**config.mk**
```make
export PLATFORM = sky130hd
export DESIGN_NAME = rgb_led_chain_pulse_encoder
export DESIGN_NICKNAME = d
export VERILOG_FILES = /design/src/rtl/core/rgbled_pkg.sv /design/src/rtl/core/rgbled_cfg.sv /design/src/rtl/core/rgbled_store.sv /design/src/rtl/core/rgbled_core.sv /design/src/rtl/core/rgb_led_chain_pulse_encoder.sv
export SDC_FILE = /design/constraint.sdc
export NUM_CORES = 1
export LEC_CHECK = 0
export ABC_CLOCK_PERIOD_IN_PS = 5300
export BUFFER_PORTS_ARGS = -buffer_cell sky130_fd_sc_hd__clkbuf_2
export CAP_MARGIN = 25
export CORE_MARGIN = 5
export CORE_UTILIZATION = 50
export DETAILED_ROUTE_END_ITERATION = 16
export PLACE_DENSITY = 0.66
export SETUP_SLACK_MARGIN = 0.1
export SYNTH_ARGS = -nofsm -noshare
export SYNTH_HDL_FRONTEND = slang
export SYNTH_SLANG_ARGS = --single-unit
```
**constraint.sdc**
```tcl
create_clock -name aclk -period 5.3 [get_ports aclk]
set_input_delay 0 -clock aclk [delete_from_list [all_inputs] [get_ports aclk]]
set_output_delay 0 -clock aclk [all_outputs]
set_load 0.01 [all_outputs]
```
**src/rtl/core/rgbled_pkg.sv**
```systemverilog
// Shared types, constants and codes for the RGB LED chain pulse encoder.
package rgbled_pkg;

    localparam int NUM_LEDS   = 24;
    localparam int IDX_W      = 5;
    localparam int WORD_BITS  = 24;
    localparam int BIT_W      = $clog2(WORD_BITS);
    localparam int PHASE_W    = 8;
    localparam int GAP_W      = 16;
    localparam int CFG_IDX_W  = 2;
    localparam int CFG_DATA_W = 16;

    localparam int S_TDATA_W  = 32;
    localparam int S_TUSER_W  = 2;
    localparam int M_TDATA_W  = 8;

    localparam logic [PHASE_W-1:0] ZERO_HIGH_RST  = 8'd20;
    localparam logic [PHASE_W-1:0] ONE_HIGH_RST   = 8'd40;
    localparam logic [PHASE_W-1:0] BIT_PERIOD_RST = 8'd62;
    localparam logic [GAP_W-1:0]   GAP_RST        = 16'd9000;

    typedef enum logic [1:0] {
        REQ_WRITE = 2'd0,
        REQ_START = 2'd1,
        REQ_CLEAR = 2'd2,
        REQ_TICK  = 2'd3
    } req_type_t;

    typedef enum logic [CFG_IDX_W-1:0] {
        CFG_ZERO_HIGH  = 2'd0,
        CFG_ONE_HIGH   = 2'd1,
        CFG_BIT_PERIOD = 2'd2,
        CFG_GAP        = 2'd3
    } cfg_index_t;

    typedef struct packed {
        logic [PHASE_W-1:0] zero_high_ticks;
        logic [PHASE_W-1:0] one_high_ticks;
        logic [PHASE_W-1:0] bit_period_ticks;
        logic [GAP_W-1:0]   gap_ticks;
    } cfg_t;

    typedef struct packed {
        logic                 wr_en;
        logic [IDX_W-1:0]     wr_idx;
        logic [WORD_BITS-1:0] wr_data;
        logic                 clr;
    } store_req_t;

endpackage

```
**src/rtl/core/rgbled_cfg.sv**
```systemverilog
// Timing register bank written through the plain configuration port.
module rgbled_cfg (
    input  logic                                aclk,
    input  logic                                aresetn,
    input  logic                                cfg_wr_en,
    input  logic [rgbled_pkg::CFG_IDX_W-1:0]    cfg_addr,
    input  logic [rgbled_pkg::CFG_DATA_W-1:0]   cfg_wdata,
    output rgbled_pkg::cfg_t                    cfg
);

    rgbled_pkg::cfg_t cfg_reg;
    rgbled_pkg::cfg_t cfg_next;

    always_comb begin
        cfg_next = cfg_reg;
        if (cfg_wr_en) begin
            case (rgbled_pkg::cfg_index_t'(cfg_addr))
                rgbled_pkg::CFG_ZERO_HIGH:
                    cfg_next.zero_high_ticks = cfg_wdata[rgbled_pkg::PHASE_W-1:0];
                rgbled_pkg::CFG_ONE_HIGH:
                    cfg_next.one_high_ticks = cfg_wdata[rgbled_pkg::PHASE_W-1:0];
                rgbled_pkg::CFG_BIT_PERIOD:
                    cfg_next.bit_period_ticks = cfg_wdata[rgbled_pkg::PHASE_W-1:0];
                rgbled_pkg::CFG_GAP:
                    cfg_next.gap_ticks = cfg_wdata[rgbled_pkg::GAP_W-1:0];
                default: ;
            endcase
        end
    end

    always_ff @(posedge aclk) begin
        if (!aresetn) begin
            cfg_reg.zero_high_ticks  <= rgbled_pkg::ZERO_HIGH_RST;
            cfg_reg.one_high_ticks   <= rgbled_pkg::ONE_HIGH_RST;
            cfg_reg.bit_period_ticks <= rgbled_pkg::BIT_PERIOD_RST;
            cfg_reg.gap_ticks        <= rgbled_pkg::GAP_RST;
        end else begin
            cfg_reg <= cfg_next;
        end
    end

    assign cfg = cfg_reg;

endmodule

```
**src/rtl/core/rgbled_store.sv**
```systemverilog
// Pixel colour store with per-entry valid bits; an invalid entry reads as black.
module rgbled_store (
    input  logic                                  aclk,
    input  logic                                  aresetn,
    input  rgbled_pkg::store_req_t                req,
    input  logic [rgbled_pkg::IDX_W-1:0]          rd_idx,
    output logic [rgbled_pkg::WORD_BITS-1:0]      rd_data
);

    logic [rgbled_pkg::WORD_BITS-1:0] word_reg [rgbled_pkg::NUM_LEDS];
    logic [rgbled_pkg::NUM_LEDS-1:0]  vld_reg;
    logic [rgbled_pkg::NUM_LEDS-1:0]  vld_next;

    always_comb begin
        vld_next = vld_reg;
        if (req.clr) begin
            vld_next = '0;
        end else if (req.wr_en) begin
            vld_next[req.wr_idx] = 1'b1;
        end
    end

    always_ff @(posedge aclk) begin
        if (!aresetn) begin
            vld_reg <= '0;
        end else begin
            vld_reg <= vld_next;
        end
    end

    always_ff @(posedge aclk) begin
        if (req.wr_en) begin
            word_reg[req.wr_idx] <= req.wr_data;
        end
    end

    assign rd_data = vld_reg[rd_idx] ? word_reg[rd_idx] : '0;

endmodule

```
**src/rtl/core/rgbled_core.sv**
```systemverilog
// Request register, frame sequencer and result register of the pulse encoder.
module rgbled_core (
    input  logic                                  aclk,
    input  logic                                  aresetn,
    input  rgbled_pkg::cfg_t                      cfg,
    input  logic                                  s_tvalid,
    output logic                                  s_tready,
    input  logic [rgbled_pkg::S_TDATA_W-1:0]      s_tdata,
    input  logic [rgbled_pkg::S_TUSER_W-1:0]      s_tuser,
    output logic                                  m_tvalid,
    input  logic                                  m_tready,
    output logic [rgbled_pkg::M_TDATA_W-1:0]      m_tdata,
    output rgbled_pkg::store_req_t                store_req,
    output logic [rgbled_pkg::IDX_W-1:0]          rd_idx,
    input  logic [rgbled_pkg::WORD_BITS-1:0]      rd_data
);

    typedef enum logic [1:0] {
        ST_IDLE,
        ST_BITS,
        ST_GAP
    } send_state_t;

    localparam int PW = rgbled_pkg::PHASE_W;
    localparam int GW = rgbled_pkg::GAP_W;
    localparam int IW = rgbled_pkg::IDX_W;
    localparam int BW = rgbled_pkg::BIT_W;

    // request register
    logic                  in_vld_reg, in_vld_next;
    rgbled_pkg::req_type_t in_req_reg;
    logic [IW-1:0]         in_idx_reg;
    logic [7:0]            in_red_reg, in_green_reg, in_blue_reg;

    // sequencer state
    send_state_t    state_reg, state_next;
    logic [IW-1:0]  pix_reg, pix_next;
    logic [BW-1:0]  bit_reg, bit_next;
    logic [PW-1:0]  phase_reg, phase_next;
    logic [GW-1:0]  gap_reg, gap_next;

    // result register
    logic           out_vld_reg, out_vld_next;
    logic           line_reg, line_next;
    logic           busy_reg, busy_next;
    logic           done_reg, done_next;
    logic           acc_reg, acc_next;

    logic           s_fire, advance, busy, cur_bit, idx_ok;
    logic [PW-1:0]  period, high;
    logic [PW:0]    phase_inc;
    logic [GW-1:0]  gap_len;
    logic [GW:0]    gap_inc;
    logic [BW:0]    bit_inc;
    logic [IW:0]    pix_inc;

    assign advance  = in_vld_reg && (!out_vld_reg || m_tready);
    assign s_tready = !in_vld_reg || advance;
    assign s_fire   = s_tvalid && s_tready;

    assign busy    = (state_reg == ST_BITS) || (state_reg == ST_GAP);
    assign idx_ok  = 32'(in_idx_reg) < rgbled_pkg::NUM_LEDS;
    assign rd_idx  = pix_reg;
    assign cur_bit = rd_data[BW'(rgbled_pkg::WORD_BITS - 1) - bit_reg];

    // phase stays below the period, so comparing against the uncapped high
    // time gives the same level as capping it at the period
    assign period    = (cfg.bit_period_ticks == '0) ? PW'(1) : cfg.bit_period_ticks;
    assign high      = cur_bit ? cfg.one_high_ticks : cfg.zero_high_ticks;
    assign phase_inc = {1'b0, phase_reg} + (PW+1)'(1);
    assign gap_len   = (cfg.gap_ticks == '0) ? GW'(1) : cfg.gap_ticks;
    assign gap_inc   = {1'b0, gap_reg} + (GW+1)'(1);
    assign bit_inc   = {1'b0, bit_reg} + (BW+1)'(1);
    assign pix_inc   = {1'b0, pix_reg} + (IW+1)'(1);

    always_comb begin
        store_req.wr_en   = advance && (in_req_reg == rgbled_pkg::REQ_WRITE)
                            && !busy && idx_ok;
        store_req.wr_idx  = in_idx_reg;
        store_req.wr_data = {in_green_reg, in_red_reg, in_blue_reg};
        store_req.clr     = advance && (in_req_reg == rgbled_pkg::REQ_CLEAR) && !busy;
    end

    always_comb begin
        in_vld_next  = in_vld_reg;
        state_next   = state_reg;
        pix_next     = pix_reg;
        bit_next     = bit_reg;
        phase_next   = phase_reg;
        gap_next     = gap_reg;
        out_vld_next = out_vld_reg;
        line_next    = line_reg;
        busy_next    = busy_reg;
        done_next    = done_reg;
        acc_next     = acc_reg;

        if (m_tready) begin
            out_vld_next = 1'b0;
        end
        if (advance) begin
            in_vld_next  = 1'b0;
            out_vld_next = 1'b1;
            line_next    = 1'b0;
            busy_next    = busy;
            done_next    = 1'b0;
            acc_next     = 1'b0;
            case (in_req_reg)
                rgbled_pkg::REQ_WRITE: begin
                    acc_next = !busy && idx_ok;
                end
                rgbled_pkg::REQ_START, rgbled_pkg::REQ_CLEAR: begin
                    if (!busy) begin
                        acc_next   = 1'b1;
                        state_next = ST_BITS;
                        pix_next   = '0;
                        bit_next   = '0;
                        phase_next = '0;
                        gap_next   = '0;
                    end
                end
                rgbled_pkg::REQ_TICK: begin
                    if (state_reg == ST_BITS) begin
                        line_next  = {1'b0, phase_reg} < {1'b0, high};
                        phase_next = phase_inc[PW-1:0];
                        if (phase_inc >= {1'b0, period}) begin
                            phase_next = '0;
                            bit_next   = bit_inc[BW-1:0];
                            if (bit_inc >= (BW+1)'(rgbled_pkg::WORD_BITS)) begin
                                bit_next = '0;
                                pix_next = pix_inc[IW-1:0];
                                if (pix_inc >= (IW+1)'(rgbled_pkg::NUM_LEDS)) begin
                                    pix_next   = '0;
                                    gap_next   = '0;
                                    state_next = ST_GAP;
                                end
                            end
                        end
                    end else if (state_reg == ST_GAP) begin
                        gap_next = gap_inc[GW-1:0];
                        if (gap_inc >= {1'b0, gap_len}) begin
                            gap_next   = '0;
                            state_next = ST_IDLE;
                            done_next  = 1'b1;
                        end
                    end
                end
                default: ;
            endcase
        end
        if (s_fire) begin
            in_vld_next = 1'b1;
        end
    end

    always_ff @(posedge aclk) begin
        if (!aresetn) begin
            in_vld_reg  <= 1'b0;
            out_vld_reg <= 1'b0;
            state_reg   <= ST_IDLE;
            pix_reg     <= '0;
            bit_reg     <= '0;
            phase_reg   <= '0;
            gap_reg     <= '0;
        end else begin
            in_vld_reg  <= in_vld_next;
            out_vld_reg <= out_vld_next;
            state_reg   <= state_next;
            pix_reg     <= pix_next;
            bit_reg     <= bit_next;
            phase_reg   <= phase_next;
            gap_reg     <= gap_next;
        end
        if (s_fire) begin
            in_req_reg   <= rgbled_pkg::req_type_t'(s_tuser[1:0]);
            in_idx_reg   <= s_tdata[IW-1:0];
            in_red_reg   <= s_tdata[IW+7:IW];
            in_green_reg <= s_tdata[IW+15:IW+8];
            in_blue_reg  <= s_tdata[IW+23:IW+16];
        end
        line_reg <= line_next;
        busy_reg <= busy_next;
        done_reg <= done_next;
        acc_reg  <= acc_next;
    end

    assign m_tvalid = out_vld_reg;
    assign m_tdata  = {4'b0, acc_reg, done_reg, busy_reg, line_reg};

endmodule

```
**src/rtl/core/rgb_led_chain_pulse_encoder.sv**
```systemverilog
// Top level: single-wire LED chain pulse encoder, one request per tick.
// A taken request waits in the request register until the result register can take its result.
// Throughput: one request per cycle unless results stall; the request register refills while one waits.
// Each tick request steps the frame sequencer once; a frame takes
//   NUM_LEDS * 24 * bit_period_ticks + gap_ticks tick requests, a zero period or gap counting as one.
// Reset (aresetn low, synchronous): sequencer idle, pipeline empty, all pixels black,
//   timing registers back to 20 / 40 / 62 / 9000.
module rgb_led_chain_pulse_encoder (
    input  logic                                  aclk,
    input  logic                                  aresetn,
    // slave request channel
    input  logic                                  s_tvalid,
    output logic                                  s_tready,
    // [4:0] pixel_index, [12:5] red, [20:13] green, [28:21] blue, [31:29] zero
    input  logic [rgbled_pkg::S_TDATA_W-1:0]      s_tdata,
    // [1:0] req_type
    input  logic [rgbled_pkg::S_TUSER_W-1:0]      s_tuser,
    // master result channel
    output logic                                  m_tvalid,
    input  logic                                  m_tready,
    // [0] line_level, [1] busy_res, [2] frame_done, [3] accepted, [7:4] zero
    output logic [rgbled_pkg::M_TDATA_W-1:0]      m_tdata,
    // configuration write port
    input  logic                                  cfg_wr_en,
    input  logic [rgbled_pkg::CFG_IDX_W-1:0]      cfg_addr,
    input  logic [rgbled_pkg::CFG_DATA_W-1:0]     cfg_wdata
);

    rgbled_pkg::cfg_t                 cfg;
    rgbled_pkg::store_req_t           store_req;
    logic [rgbled_pkg::IDX_W-1:0]     rd_idx;
    logic [rgbled_pkg::WORD_BITS-1:0] rd_data;

    // timing registers; to be written only while no frame is running, which the block itself does not enforce
    rgbled_cfg u_cfg (
        .aclk      (aclk),
        .aresetn   (aresetn),
        .cfg_wr_en (cfg_wr_en),
        .cfg_addr  (cfg_addr),
        .cfg_wdata (cfg_wdata),
        .cfg       (cfg)
    );

    // colour words, GRB packed; a clear request taken while idle drops every valid bit
    rgbled_store u_store (
        .aclk    (aclk),
        .aresetn (aresetn),
        .req     (store_req),
        .rd_idx  (rd_idx),
        .rd_data (rd_data)
    );

    // request register -> sequencer step -> result register
    rgbled_core u_core (
        .aclk      (aclk),
        .aresetn   (aresetn),
        .cfg       (cfg),
        .s_tvalid  (s_tvalid),
        .s_tready  (s_tready),
        .s_tdata   (s_tdata),
        .s_tuser   (s_tuser),
        .m_tvalid  (m_tvalid),
        .m_tready  (m_tready),
        .m_tdata   (m_tdata),
        .store_req (store_req),
        .rd_idx    (rd_idx),
        .rd_data   (rd_data)
    );

endmodule

```
-- Word level (Yosys, flattened, before mapping)
Memory sizes are Yosys's and may differ from the RTL's. A register that Yosys moved wholly into a read port is not among the register bits.
Index checks and enable logic that the tools add are counted.
- flip-flop bits (word level): 137
- RAM bits: 576
- bits of input ports: 57
- output and inout bits: 10
- logic and storage cells: 144
- memories kept: 1
- memory list (name ; depth ; width ; rd ports ; clocked after Yosys merged registers in ; write ports ; RTL line ; text):
    u_store.word_reg ; 24 ; 24 ; 1 ; 1 ; 1 ; rgbled_store.sv:10 ; logic [rgbled_pkg::WORD_BITS-1:0] word_reg [rgbled_pkg::NUM_LEDS];
- add/subtract/negate cells: 5
- magnitude comparators: 10
- eq/ne operators: 17
- muxes and demuxes: 51
- bitwise operators: 4
- reduce and logical (&&, ||, !) cells: 35
- operators by type and width (cell ; number):
    $mux W16 ; 8
    $mux W5 ; 10
    $mux W8 ; 5
    $pmux W16 S2 ; 1
    $mux W24 ; 1
    $or A24 B24 Y24 ; 1
    $pmux W5 S2 ; 2
    $lt A5 B6 Y1 const B ; 3
    $add A16 B1 Y17 const B ; 1
    $ge A17 B16 Y1 ; 1
    $logic_not A16 Y1 ; 1
    $pmux W8 S2 ; 1
    $mux W2 ; 7
    $add A5 B1 Y6 const B ; 2
    $ge A6 B5 Y1 const B ; 2
    $mux W1 ; 11
    $bmux W1 S5 ; 2
    $eq A2 B2 Y1 const B ; 5
    $reduce_and A2 Y1 ; 5
    $add A8 B1 Y9 const B ; 1
    $ge A9 B8 Y1 ; 1
    $logic_and A1 B1 Y1 ; 9
    $ne A3 B3 Y1 const B ; 3
    $logic_not A8 Y1 ; 1
    other kinds (23) ; 38

-- Depth between registers and ports, before layout
- word-level depth: 9
- gate-level depth with buffers: 21
- mapped depth without buffers: 16

-- Modules after synthesis
From an unflattened synthesis, not the netlist that was laid out.
- cells, all modules: 1917
- area, all modules: 29786.1 um^2
- by module, submodules not included (module ; times used ; cells an instance ; area each (um^2) ; sequential area each (um^2)):
    rgbled_store ; 1 ; 1240 ; 23358.7 ; 17777.0
    rgbled_core ; 1 ; 517 ; 4842.1 ; 1811.7
    rgbled_cfg ; 1 ; 160 ; 1585.3 ; 800.8

-- Least setup slack after synthesis
No wires, ideal clock.
- kind: register -> register
- from: reg with a tool-made name
- to: reg u_core.line_reg (data pin)
- setup time: 0.163 ns
- arrival: 3.664 ns
- required time: 5.137 ns
- slack: 1.473 ns
- stages on the path, launching flop included: 18
- buffers on the path: 2
- clock period less this slack: 3.827 ns
- cells stage by stage: dfxtp_1 buf_6 buf_6 mux4_1 a221oi_2 o32ai_1 or4_1 a22oi_2 a21oi_4 mux2i_1 ha_1 a21oi_1 nor2b_1 o21ai_0 nand4b_1 nor3_1 nand2_1 o221ai_1
- RTL lines (item ; RTL line ; text):
    to (signal assigned) ; rgbled_core.sv:180 ; line_reg <= line_next;
    to (decl) ; rgbled_core.sv:44 ; logic line_reg, line_next;

==> metrics.txt <==
Worst setup EP type flip-flop; Clock Sinks 718; Die X around 250 um; RSZ-0062 raised after global routing no; DRC Markers 0; antenna violations before repair 0; TNS Setup 0 ps; period utilisation layout 0.886; post-cts resize count 0; Crit-path slowest cell mux4_2; Data required, critical path about 5700 ps; number of global-route vias before repair roughly 16,000; Seq/Total Area, Yosys 0.703; Synth async-reset ratio 0; Root Buffer clkbuf_16; Final Util 0.586; fin cells approximately 2,700; Core ar. between 0.05 and 0.06 mm2; clk_lat worst skew between 600 and 700 ps; pin count of the biggest net entering global routing 63; Final Hold Fails 0; CTS tree done; via count roughly 16,000; IO buf count about 60; fin. max-slew vios 0; met1 GRT Util 0.295; share of the synthesized area in the top cell type 0.629; GRT Residual Overflow 0; Worst-Margin Slew between 1000 and 1500 ps; Starting Density 0.505; Power Density roughly 350 mW/mm2; most used routing layer met2; YS warnings 0; drt total wl roughly 69 mm; Post-synth EDFFs roughly 600; min Tclk post-route approximately 4700 ps; type of origin of the critical path flip-flop; Crit path buffers/inverters 1; Starting DRT DRC Count approximately 1,500; worst min path class input port to flip-flop; Max-Cap Viols 0; placed instance count 2,504; cell taking the most area after synthesis edfxtp_1; Crit Path Max Fanout 62; Lkg Pwr around 0.011 uW; clock buffer depth 3; synthesized area 0.0292 mm2; ant diodes 0; H-tree levels 3; clk slew on worst S/H paths 60 ps; Die ar. ~0.063 mm2; Tot GR Track Use 0.216; grt met3 use 0.0397; cell with the most instances after synthesis edfxtp_1; num rows 88; met2 Use GR 0.360; cell repeated most along the worst path mux2i_1; CP max stage delay 560 ps; Max rail drop VDD between 0.2 and 0.3 mV; postcts setup bufs 0; family with the most delay on the worst path simple AND/OR/NAND/NOR gates; Initial DRT Pass Iterations 5; vias per cell 5.95; worst-path cell chain buf_12 -> mux4_2 -> mux2i_1 -> o22ai_1 -> nor4_1 -> nand3_1 -> a22oi_2 -> a21oi_4 -> mux2i_1 -> ha_1 -> a21oi_1 -> nor2b_1 -> o21ai_0 -> nand4b_1 -> nor3_1 -> nand2_1 -> o221ai_1; final setup margin between 600 and 700 ps; Synth cell types a little under 80; flip-flop count of the largest register after layout roughly 580; #FFs+latches synth around 720; Die Y about 250 um; run status finished, final reports clean; Worst Skew around 27 ps; synthesis-to-finish area growth 16.0%; GPL Wtd Cong ~0.8; pre-CTS WS 601 ps; Power, Total between 10,000 and 15,000 uW; Final Net Count 1,981; Hold Buf Count CTS 62; Synth area leaders edfxtp_1, mux4_2, dfxtp_1, ha_1, mux2i_1; global-route wire length before repair just over 100 mm; crit path kind flip-flop to flip-flop; Post-DRT Antenna Nets 0; FMAX 0.213 GHz; drt wl/cell approximately 26 um; total CTS buffers 75; relative slew slack 0.267; Worst Path Arrival roughly 5100 ps; Syn Area/Cell between 15 and 20 um2; Final setup viols 0; top cells by count, synth edfxtp_1, mux4_2, nand2_1; post-DP HPWL roughly 42 mm; IO Pins 67; Synth Flop Type edfxtp_1; share of cells above drive strength 1 0.211; Post-Synthesis Cells 1,710
## stage by stage
stage | hold slack (ps) | instance area [um2]
after floorplan | 98.9 | 29200
after global placement | 177 | 30500
after detailed placement | 179 | 30700
after CTS | 51.3 | 33800
after global routing | 64.6 | 33800
final | 84.8 | 33800
## path summary, 6_finish.rpt
path                        from                     end  slack (ps)  cells after the start
max                    flip-flop         u_core.line_reg         610                     17
min                  s_tdata[17]  u_core.in_green_reg[4]          80                      2
max reg2reg            flip-flop         u_core.line_reg         610                     17
min reg2reg  u_store.vld_reg[10]     u_store.vld_reg[10]         460                      1
## report_power, final
group	switching, uW	internal, uW	total [uW]
sequential	76.1	6160	6240
clock	2200	3010	5220
combinational	132	104	237
total	2410	9280	11700
## cell families after synthesis
| logic type | Yosys count | synth area share |
|---|---|---|
| DFF | 718 | 0.703 |
| and+or+nand+nor | 345 | 0.0577 |
| AOI/OAI and AO/OA | 239 | 0.0588 |
| muxes | 201 | 0.130 |
| buffers and inverters | 141 | 0.0252 |
| adders and majority gates | 44 | 0.0189 |
| xor gates and xnor gates | 21 | 0.00631 |
| other | 1 | 0.000129 |
## routing by layer
metal	up-vias	wire, um
met2	528	33900
met5	-	0
met3	137	4270
met4	0	2200
li1	7143	-
met1	8297	28800
## worst reg2reg max path: stages (launching register included)
cell,delay (ps)
dfxtp_4,550
buf_12,420
mux4_2,610
mux2i_1,210
o22ai_1,120
nor4_1,470
nand3_1,170
a22oi_2,310
a21oi_4,170
mux2i_1,160
ha_1,300
a21oi_1,150
nor2b_1,60
o21ai_0,140
nand4b_1,160
nor3_1,280
nand2_1,80
o221ai_1,170
## layout make-up
| type | count | area, um2 |
|---|---|---|
| Multi-Input combinational cell | 854 | 8130 |
| Clock buffer | 94 | 2040 |
| Timing Repair Buffer | 183 | 1570 |
| Fill cell | 4309 | 23900 |
| Tap cell | 765 | 957 |
| Sequential cell | 718 | 20500 |
| Clock inverter | 44 | 439 |
| Inverter | 48 | 180 |
## layout by cell type (no fill, tap or decap), types with 8 or more instances in the layout
| cell | synthesis | layout |
|---|---|---|
| clkinv_1 | 0 | 12 |
| o22ai_1 | 17 | 17 |
| nand2_1 | 117 | 117 |
| a21oi_1 | 62 | 62 |
| mux4_2 | 121 | 121 |
| a22oi_1 | 15 | 15 |
| mux2_2 | 9 | 9 |
| nor2_4 | 0 | 24 |
| nand3b_1 | 9 | 9 |
| nor2b_1 | 15 | 15 |
| nor2_1 | 75 | 51 |
| dlygate4sd3_1 | 0 | 62 |
| nor3_1 | 19 | 19 |
| nand3_1 | 36 | 36 |
| inv_1 | 47 | 47 |
| a211o_1 | 8 | 8 |
| dfxtp_1 | 107 | 104 |
| nand4_1 | 9 | 9 |
| buf_4 | 20 | 50 |
| nand2b_1 | 12 | 12 |
| o21ai_0 | 14 | 14 |
| ha_1 | 44 | 44 |
| clkbuf_16 | 0 | 77 |
| nor4_1 | 10 | 10 |
| a22o_1 | 17 | 17 |
| o211ai_1 | 15 | 15 |
| clkinv_2 | 0 | 15 |
| mux2i_1 | 55 | 55 |
| clkbuf_1 | 35 | 12 |
| edfxtp_1 | 611 | 611 |
| clkbuf_2 | 0 | 59 |
| o21a_1 | 30 | 30 |
| mux4_1 | 16 | 16 |
| xnor2_1 | 15 | 15 |
Power figures use the tool's default switching activity.
